<file path="config.mk">
export PLATFORM = sky130hd
export DESIGN_NAME = sorted_priority_ready_queue
export DESIGN_NICKNAME = d
export VERILOG_FILES = /design/src/hw/rtl/spq_pkg.sv /design/src/hw/rtl/sorted_priority_ready_queue.sv /design/src/hw/rtl/spq_ram.sv
export SDC_FILE = /design/constraint.sdc
export NUM_CORES = 1
export LEC_CHECK = 0
export BUFFER_PORTS_ARGS = -buffer_cell sky130_fd_sc_hd__buf_2
export CAP_MARGIN = 20
export CORE_MARGIN = 5
export CORE_UTILIZATION = 50
export CTS_BUF_LIST = sky130_fd_sc_hd__clkbuf_16
export DETAILED_ROUTE_END_ITERATION = 8
export GPL_TIMING_DRIVEN = 1
export PLACE_DENSITY = 0.67
export SLEW_MARGIN = 40
export SYNTH_ARGS = -nofsm -noshare
export SYNTH_HDL_FRONTEND = slang
export SYNTH_HIERARCHICAL = 1
export SYNTH_SLANG_ARGS = --single-unit
</file>
<file path="constraint.sdc">
create_clock -name i_clk -period 13.29 [get_ports i_clk]
set_input_delay 0.6645 -clock i_clk [delete_from_list [all_inputs] [get_ports i_clk]]
set_output_delay 0.6645 -clock i_clk [all_outputs]
set_load 0.1 [all_outputs]
</file>
<file path="src/hw/rtl/spq_pkg.sv">
// Shared types and constants for the sorted priority ready queue.
// Used by spq_ram and sorted_priority_ready_queue; depends on nothing else.
`default_nettype none

package spq_pkg;

    localparam int ID_BITS  = 8;
    localparam int KEY_BITS = 16;
    localparam int OCC_BITS = 5;

    // Operation codes carried in the command beat.
    typedef enum logic [1:0] {
        MODE_PUSH   = 2'd0,
        MODE_POP    = 2'd1,
        MODE_REMOVE = 2'd2,
        MODE_QUERY  = 2'd3
    } t_mode;

    // Completion codes reported in the result beat.
    typedef enum logic [1:0] {
        STAT_OK        = 2'd0,
        STAT_FULL      = 2'd1,
        STAT_EMPTY     = 2'd2,
        STAT_NOT_FOUND = 2'd3
    } t_status;

    // Sequencer states of the top level.
    typedef enum logic [1:0] {
        ST_IDLE,
        ST_PUSH,
        ST_SCAN,
        ST_TAIL
    } t_state;

    typedef struct packed {
        t_mode                 mode;
        logic [ID_BITS-1:0]    proc_id;
        logic [KEY_BITS-1:0]   prio_key;
    } t_in_beat;

    typedef struct packed {
        t_status               status;
        logic [ID_BITS-1:0]    popped_id;
        logic [KEY_BITS-1:0]   found_key;
        logic                  found;
        logic [OCC_BITS-1:0]   occupancy;
        logic [ID_BITS-1:0]    next_id;
    } t_out_beat;

    // One queue slot as held in the entry memory.
    typedef struct packed {
        logic [ID_BITS-1:0]    id;
        logic [KEY_BITS-1:0]   key;
    } t_entry;

endpackage

`default_nettype wire

</file>
<file path="src/hw/rtl/sorted_priority_ready_queue.sv">
// Top level of the sorted priority ready queue: command sequencer around the
// entry memory. Depends on spq_pkg and spq_ram.
//
// Usage:
//   A command beat (mode, proc_id, prio_key on i_cmd) is taken at a rising
//   edge with start high and busy low. busy stays high while the command
//   walks the entry memory. Exactly one result beat follows on o_result,
//   marked by o_strobe for a single cycle; the receiver cannot stall it.
//   A new command may be accepted in the same cycle as the strobe.
//   Entries are kept sorted by key, largest at slot 0, in a single memory
//   with one read and one write port and registered read data.
//   How long a command takes depends on the walk over the memory port, one
//   slot per cycle: a push walks from the tail down to its insertion slot, a
//   remove or query reads every held entry from the head, a pop walks nothing
//   and an error (full, empty) touches no memory. Push, pop and a remove that
//   finds its id end with a read of the tail slot that refreshes the cached
//   next id, unless the queue is then empty.
//   Reset (synchronous, active low) empties the queue; memory is not cleared.
`default_nettype none

module sorted_priority_ready_queue #(
    parameter int DEPTH = 16
) (
    input  wire logic                 i_clk,
    input  wire logic                 i_rst_n,
    input  wire logic                 start,
    input  wire spq_pkg::t_in_beat    i_cmd,
    output      logic                 busy,
    output      logic                 o_strobe,
    output      spq_pkg::t_out_beat   o_result
);

    localparam int AW = $clog2(DEPTH);
    localparam int CW = $clog2(DEPTH + 1);

    spq_pkg::t_state                  r_state, n_state;
    spq_pkg::t_mode                   r_mode, n_mode;
    logic [spq_pkg::ID_BITS-1:0]      r_id, n_id;
    logic [spq_pkg::KEY_BITS-1:0]     r_key, n_key;
    logic [CW-1:0]                    r_fill, n_fill;
    logic [CW-1:0]                    r_idx, n_idx;
    logic [AW-1:0]                    r_didx, n_didx;
    logic                             r_pend, n_pend;
    logic                             r_hit, n_hit;
    logic [spq_pkg::ID_BITS-1:0]      r_tail_id, n_tail_id;
    spq_pkg::t_status                 r_status, n_status;
    logic [spq_pkg::ID_BITS-1:0]      r_popped, n_popped;
    logic [spq_pkg::KEY_BITS-1:0]     r_fkey, n_fkey;
    logic                             r_found, n_found;
    logic                             r_done, n_done;

    logic                             mem_we;
    logic [AW-1:0]                    mem_waddr;
    spq_pkg::t_entry                  mem_wdata;
    logic [AW-1:0]                    mem_raddr;
    spq_pkg::t_entry                  mem_rdata;

    logic [CW-1:0]                    idx_m1;
    logic [CW-1:0]                    idx_m2;
    logic [CW-1:0]                    fill_m1;
    logic                             is_full;
    logic                             is_empty;
    logic                             scan_end;
    logic                             shift_up;
    spq_pkg::t_entry                  new_entry;

    spq_ram #(
        .DEPTH   (DEPTH)
    ) u_ram (
        .i_clk   (i_clk),
        .i_we    (mem_we),
        .i_waddr (mem_waddr),
        .i_wdata (mem_wdata),
        .i_raddr (mem_raddr),
        .o_rdata (mem_rdata)
    );

    // Helper terms for the next-state and datapath logic.
    assign idx_m1    = r_idx - CW'(1);
    assign idx_m2    = r_idx - CW'(2);
    assign fill_m1   = r_fill - CW'(1);
    assign is_full   = (r_fill == CW'(DEPTH));
    assign is_empty  = (r_fill == '0);
    assign scan_end  = (r_idx == r_fill) && !r_pend;
    assign shift_up  = (mem_rdata.key <= r_key);
    assign new_entry = '{id: r_id, key: r_key};

    // Next state.
    always_comb begin
        n_state = r_state;
        unique case (r_state)
            spq_pkg::ST_IDLE: begin
                if (start) begin
                    unique case (i_cmd.mode)
                        spq_pkg::MODE_PUSH: begin
                            n_state = is_full ? spq_pkg::ST_IDLE : spq_pkg::ST_PUSH;
                        end
                        spq_pkg::MODE_POP: begin
                            n_state = is_empty ? spq_pkg::ST_IDLE : spq_pkg::ST_TAIL;
                        end
                        default: begin
                            n_state = is_empty ? spq_pkg::ST_IDLE : spq_pkg::ST_SCAN;
                        end
                    endcase
                end
            end
            spq_pkg::ST_PUSH: begin
                if (!r_pend) begin
                    if (r_idx == '0) begin
                        n_state = spq_pkg::ST_TAIL;
                    end
                end else if (!shift_up) begin
                    n_state = spq_pkg::ST_TAIL;
                end
            end
            spq_pkg::ST_SCAN: begin
                if (scan_end) begin
                    if (r_hit && r_mode == spq_pkg::MODE_REMOVE) begin
                        n_state = spq_pkg::ST_TAIL;
                    end else begin
                        n_state = spq_pkg::ST_IDLE;
                    end
                end
            end
            spq_pkg::ST_TAIL: begin
                if (is_empty || r_pend) begin
                    n_state = spq_pkg::ST_IDLE;
                end
            end
            default: begin
                n_state = spq_pkg::ST_IDLE;
            end
        endcase
    end

    // Datapath, memory accesses and result registers.
    always_comb begin
        n_mode    = r_mode;
        n_id      = r_id;
        n_key     = r_key;
        n_fill    = r_fill;
        n_idx     = r_idx;
        n_didx    = r_didx;
        n_pend    = r_pend;
        n_hit     = r_hit;
        n_tail_id = r_tail_id;
        n_status  = r_status;
        n_popped  = r_popped;
        n_fkey    = r_fkey;
        n_found   = r_found;
        n_done    = 1'b0;
        mem_we    = 1'b0;
        mem_waddr = '0;
        mem_wdata = new_entry;
        mem_raddr = '0;

        unique case (r_state)
            spq_pkg::ST_IDLE: begin
                if (start) begin
                    n_mode   = i_cmd.mode;
                    n_id     = i_cmd.proc_id;
                    n_key    = i_cmd.prio_key;
                    n_status = spq_pkg::STAT_OK;
                    n_popped = '0;
                    n_fkey   = '0;
                    n_found  = 1'b0;
                    n_pend   = 1'b0;
                    n_hit    = 1'b0;
                    n_idx    = (i_cmd.mode == spq_pkg::MODE_PUSH) ? r_fill : '0;
                    unique case (i_cmd.mode)
                        spq_pkg::MODE_PUSH: begin
                            if (is_full) begin
                                n_status = spq_pkg::STAT_FULL;
                                n_done   = 1'b1;
                            end
                        end
                        spq_pkg::MODE_POP: begin
                            if (is_empty) begin
                                n_status = spq_pkg::STAT_EMPTY;
                                n_done   = 1'b1;
                            end else begin
                                // The tail id is kept current after every command.
                                n_popped = r_tail_id;
                                n_fill   = fill_m1;
                            end
                        end
                        default: begin
                            if (is_empty) begin
                                n_status = spq_pkg::STAT_EMPTY;
                                n_done   = 1'b1;
                            end
                        end
                    endcase
                end
            end

            // Walk from the tail toward the head, moving each entry with a key
            // not above the new one up by one slot, then drop the new entry in.
            spq_pkg::ST_PUSH: begin
                if (!r_pend) begin
                    if (r_idx == '0) begin
                        mem_we    = 1'b1;
                        mem_waddr = '0;
                        mem_wdata = new_entry;
                        n_fill    = r_fill + CW'(1);
                    end else begin
                        mem_raddr = idx_m1[AW-1:0];
                        n_pend    = 1'b1;
                    end
                end else if (shift_up) begin
                    mem_we    = 1'b1;
                    mem_waddr = r_idx[AW-1:0];
                    mem_wdata = mem_rdata;
                    n_idx     = idx_m1;
                    if (idx_m1 == '0) begin
                        n_pend = 1'b0;
                    end else begin
                        mem_raddr = idx_m2[AW-1:0];
                        n_pend    = 1'b1;
                    end
                end else begin
                    mem_we    = 1'b1;
                    mem_waddr = r_idx[AW-1:0];
                    mem_wdata = new_entry;
                    n_fill    = r_fill + CW'(1);
                    n_pend    = 1'b0;
                end
            end

            // Read every held slot from the head. The first id match is
            // recorded; on a remove, every later entry moves down one slot.
            // Only a query reports the key of the match.
            spq_pkg::ST_SCAN: begin
                if (r_pend) begin
                    if (r_hit) begin
                        if (r_mode == spq_pkg::MODE_REMOVE) begin
                            mem_we    = 1'b1;
                            mem_waddr = r_didx - AW'(1);
                            mem_wdata = mem_rdata;
                        end
                    end else if (mem_rdata.id == r_id) begin
                        n_hit = 1'b1;
                        if (r_mode == spq_pkg::MODE_QUERY) begin
                            n_fkey = mem_rdata.key;
                        end
                    end
                end
                if (r_idx != r_fill) begin
                    mem_raddr = r_idx[AW-1:0];
                    n_didx    = r_idx[AW-1:0];
                    n_idx     = r_idx + CW'(1);
                    n_pend    = 1'b1;
                end else begin
                    n_pend = 1'b0;
                end
                if (scan_end) begin
                    if (!r_hit) begin
                        n_status = spq_pkg::STAT_NOT_FOUND;
                        n_done   = 1'b1;
                    end else if (r_mode == spq_pkg::MODE_QUERY) begin
                        n_found = 1'b1;
                        n_done  = 1'b1;
                    end else begin
                        n_fill = fill_m1;
                    end
                end
            end

            // Refresh the cached id of the tail slot unless the queue is empty, then finish.
            spq_pkg::ST_TAIL: begin
                if (is_empty) begin
                    n_done = 1'b1;
                end else if (!r_pend) begin
                    mem_raddr = fill_m1[AW-1:0];
                    n_pend    = 1'b1;
                end else begin
                    n_tail_id = mem_rdata.id;
                    n_pend    = 1'b0;
                    n_done    = 1'b1;
                end
            end

            default: begin
                n_done = 1'b0;
            end
        endcase
    end

    // Registers.
    always_ff @(posedge i_clk) begin
        if (!i_rst_n) begin
            r_state   <= spq_pkg::ST_IDLE;
            r_fill    <= '0;
            r_pend    <= 1'b0;
            r_hit     <= 1'b0;
            r_done    <= 1'b0;
            r_tail_id <= '0;
        end else begin
            r_state   <= n_state;
            r_fill    <= n_fill;
            r_pend    <= n_pend;
            r_hit     <= n_hit;
            r_done    <= n_done;
            r_tail_id <= n_tail_id;
        end
    end

    always_ff @(posedge i_clk) begin
        r_mode   <= n_mode;
        r_id     <= n_id;
        r_key    <= n_key;
        r_idx    <= n_idx;
        r_didx   <= n_didx;
        r_status <= n_status;
        r_popped <= n_popped;
        r_fkey   <= n_fkey;
        r_found  <= n_found;
    end

    // Result beat and handshake outputs.
    assign busy     = (r_state != spq_pkg::ST_IDLE);
    assign o_strobe = r_done;

    always_comb begin
        o_result.status    = r_status;
        o_result.popped_id = r_popped;
        o_result.found_key = r_fkey;
        o_result.found     = r_found;
        o_result.occupancy = spq_pkg::OCC_BITS'(r_fill);
        o_result.next_id   = is_empty ? '0 : r_tail_id;
    end

endmodule

`default_nettype wire

</file>
<file path="src/hw/rtl/spq_ram.sv">
// Entry memory of the sorted priority ready queue: one write port, one read
// port with registered read data. Depends on spq_pkg for the entry type.
`default_nettype none

module spq_ram #(
    parameter int DEPTH = 16
) (
    input  wire logic                       i_clk,
    input  wire logic                       i_we,
    input  wire logic [$clog2(DEPTH)-1:0]   i_waddr,
    input  wire spq_pkg::t_entry            i_wdata,
    input  wire logic [$clog2(DEPTH)-1:0]   i_raddr,
    output      spq_pkg::t_entry            o_rdata
);

    spq_pkg::t_entry r_mem [DEPTH];
    spq_pkg::t_entry r_rdata;

    // Write port.
    always_ff @(posedge i_clk) begin
        if (i_we) begin
            r_mem[i_waddr] <= i_wdata;
        end
    end

    // Read port with registered read data.
    always_ff @(posedge i_clk) begin
        r_rdata <= r_mem[i_raddr];
    end

    assign o_rdata = r_rdata;

endmodule

`default_nettype wire
</file>
==> out/metrics.json <==
{
  "rr_startpoint": "r_idx[1]",
  "crit_type": "reg -> reg",
  "antenna_found_initial": 0,
  "postSynth.asyncResetShare_pct": 0,
  "grt_use_met1_pct": 31.5,
  "worstReg2RegEnd": "u_ram/o_rdata[8]",
  "tns_ns": 0,
  "cts_tree": "built",
  "fp-row-count": 73,
  "dp.final_hpwl_um": 27600,
  "detailedRoute.firstIterationViolations": 1297,
  "hold-path-endpoint": "r_key[0]",
  "startpoint_of_the_worst_hold_path": "i_cmd[0]",
  "min_path_type": "in -> reg",
  "worst_stage_delay_on_the_critical_path_ns": 0.64,
  "routed_via_density": 6.06,
  "fin_crit_sh_pct": 39.6,
  "critical_path.most_common_cell": "buf_6",
  "top_level_ports": 71,
  "worst_r2r_path_depth": 12,
  "buffer_ports.inserted": 70,
  "core_region_area_um2": 39500,
  "drtPass1Iterations": 7,
  "clockBufferDepth": 3,
  "grt_first_pass_wirelength_um": 69000,
  "vdd_ir_drop_max_uv": 94.8,
  "final.setup_skew_ns": 0.0259,
  "crit_chain": "inv_1, ha_1, nor4b_4, nor2_1, and2_0, nor3_1, nor3_4, buf_6, buf_6, mux4_2, a22oi_1, nand2_1",
  "ant_nets": 0,
  "post_route_cells_drive_above_1_share_pct": 25.1,
  "worstSkewPairLatency_ns": 0.58,
  "critical-path-slowest-cell": "and2_0",
  "syn-mean-instance-area_um2": 18.1,
  "synth-main-ff-cell": "edfxtp_1",
  "cts_hold_buf": 0,
  "busiest_layer": "met2",
  "outcome": "completed",
  "layout_commonest_cell": "edfxtp_1",
  "setup_viol_count_final": 0,
  "cell_type_with_the_highest_aggregate_area_in_the_netlist": "edfxtp_1",
  "end_kind": "flop",
  "regToRegSetupSlack_ns": 8.03,
  "number_of_flip_flops_and_latches_in_the_synthesized_netlist": 488,
  "power.density_cell_area_nw_per_um2": 189,
  "globalRouteOverflowTotal": 0,
  "grt_start_max_net_pins": 67,
  "initial_utilization_pct": 50.3,
  "die-width_um": 210,
  "synth_nets": 1160,
  "final.min_clock_period_ns": 5.26,
  "cp-start-kind": "flop",
  "cts.clk_slew.worst_paths_ns": 0.07,
  "max_slew.worst_pin.slew_ns": 0.892,
  "mostFrequentLayoutCells": "edfxtp_1, mux4_2, buf_2",
  "top_cells_by_area_in_the_synthesized_netlist": "edfxtp_1, mux4_2, dfxtp_1",
  "die_area_um2": 43900,
  "crit_start": "r_idx[1]",
  "slew_headroom_pct": 40.5,
  "root_buffer_cell": "clkbuf_16",
  "finalHoldViolations": 0,
  "timing.hold.worst_path_depth": 1,
  "power.leakage_nw": 7.48,
  "setup_repair_after_global_routing_missed_its_margin": "false",
  "clock_tree.htree_level_count": 2,
  "finish.instance_area_um2": 22500,
  "post-cts-setup-buffer-count": 0,
  "routedWlPerCell_um": 26.2,
  "netlist_instances": 1099,
  "postPlaceCellArea_um2": 21100,
  "drt-total-wl_um": 46000,
  "p_total_w": 0.00427,
  "synthToLayoutAreaGrowth_pct": 13.2,
  "fmax_mhz": 190,
  "synth-edff-count": 446,
  "syn-cell-area_um2": 19900,
  "routability_driven_placement_congestion_ratio": 0.883,
  "crit_required_ns": 13.71,
  "synth_cell_type_count": 67,
  "grt_util_met2_pct": 32.9,
  "tritoncts.num_buffers": 47,
  "yosysWarningCount": 6,
  "antennaDiodeCount": 0,
  "crit_arrival_ns": 5.68,
  "grt_util_met3_pct": 3.30,
  "synth_largest_type_area_fraction_pct": 67.3,
  "cts.repair.resized": 0,
  "die_boundary_height_um": 210,
  "report.final.slew_viol_count": 0,
  "dr_total_vias": 10638,
  "timing.max_cap.violations": 0,
  "crit_fanout": 46,
  "remaining_drc_errors": 0,
  "via_count_of_the_first_global_routing_pass": 10522,
  "hold-worst-slack_ns": 0.265,
  "clock_sinks": 488,
  "global_route.usage.total_pct": 21.0,
  "nNetsFinal": 1251,
  "synth_seq_area_share_pct": 71.5
}
==> metrics by stage <==
stage,utilization (%),setup slack (ns),instances
finish,57.0,8.03,1754
detailed placement,53.4,7.75,1665
floorplan,-,8.97,1099
CTS,57.0,7.68,1753
global route,57.0,7.63,1754
global placement,52.9,7.03,1656
==> critical path: cells and delay by family (launching register included) <==
family	cells	cell delay (ns)
adder cells (fa/ha/maj)	1	0.24
AO/OA/AOI/OAI	1	0.27
flip-flops	1	0.57
multiplexers	1	0.58
AND/OR/NAND/NOR	6	1.97
buffers and inverters	3	1.38
==> state kept, by name, summed over array words and instances (netlist names), 2 cells and up <==
| signal | flops |
|---|---|
| r_key | 16 |
| r_popped | 8 |
| r_state | 2 |
| r_mode | 2 |
| r_id | 8 |
| r_idx | 5 |
| r_status | 2 |
| u_ram/o_rdata | 24 |
| r_didx | 4 |
| u_ram/r_mem | 384 |
| r_tail_id | 8 |
| r_fill | 5 |
| r_fkey | 16 |
==> final cells by class <==
class | instances | area, um2
Fill cell | 2910 | 17000
Timing Repair Buffer | 105 | 739
Clock buffer | 47 | 1180
Multi-Input combinational cell | 515 | 5380
Sequential cell | 488 | 14200
Clock inverter | 41 | 240
Tap cell | 525 | 657
Inverter | 33 | 124
==> where the power goes <==
part	total [W]	internal (W)	leakage [nW]	switching [W]
clock	0.00122	0.000666	0.741	0.000553
sequential	0.00202	0.00194	4.42	0.0000779
combinational	0.00103	0.000280	2.32	0.000753
==> worst max-delay path by stage <==
stage                     cells past startpoint  slack (ns)                end
final                                        12        8.03   u_ram/o_rdata[8]
after global placement                       13        7.03   u_ram/o_rdata[8]
after global routing                         12        7.63   u_ram/o_rdata[8]
after detailed placement                     13        7.75   u_ram/o_rdata[8]
after CTS                                    13        7.68   u_ram/o_rdata[8]
after floorplan                               8        8.97  u_ram/r_mem[0][0]
==> synth_stat cells (all sizes together), types with 21 or more instances <==
cell type  number
edfxtp        446
mux4           96
nand2          65
a22oi          50
dfxtp          42
nor2           38
clkbuf         35
inv            33
ha             32
and2           31
buf            28
a32o           24
xor2           21
==> kinds of logic (layout without fill, tap and decap cells) <==
kind of cell	Yosys count	after routing	synth area share, %
AOI/OAI and AO/OA	147	147	6.17
xor gates and xnor gates	25	25	1.10
adders and majority gates	32	32	2.01
buffers and inverters	96	226	2.28
DFF	488	488	71.5
muxes	112	112	11.7
and+or+nand+nor	199	199	5.28
==> layer usage <==
layer	share of wire (%)	vias to the layer above	wire length (um)
li1	-	4582	-
met1	43	5546	19700
met2	48	446	21900
met3	7.5	64	3440
met4	1.9	0	868
met5	0	-	0
Power figures use the tool's default switching activity.
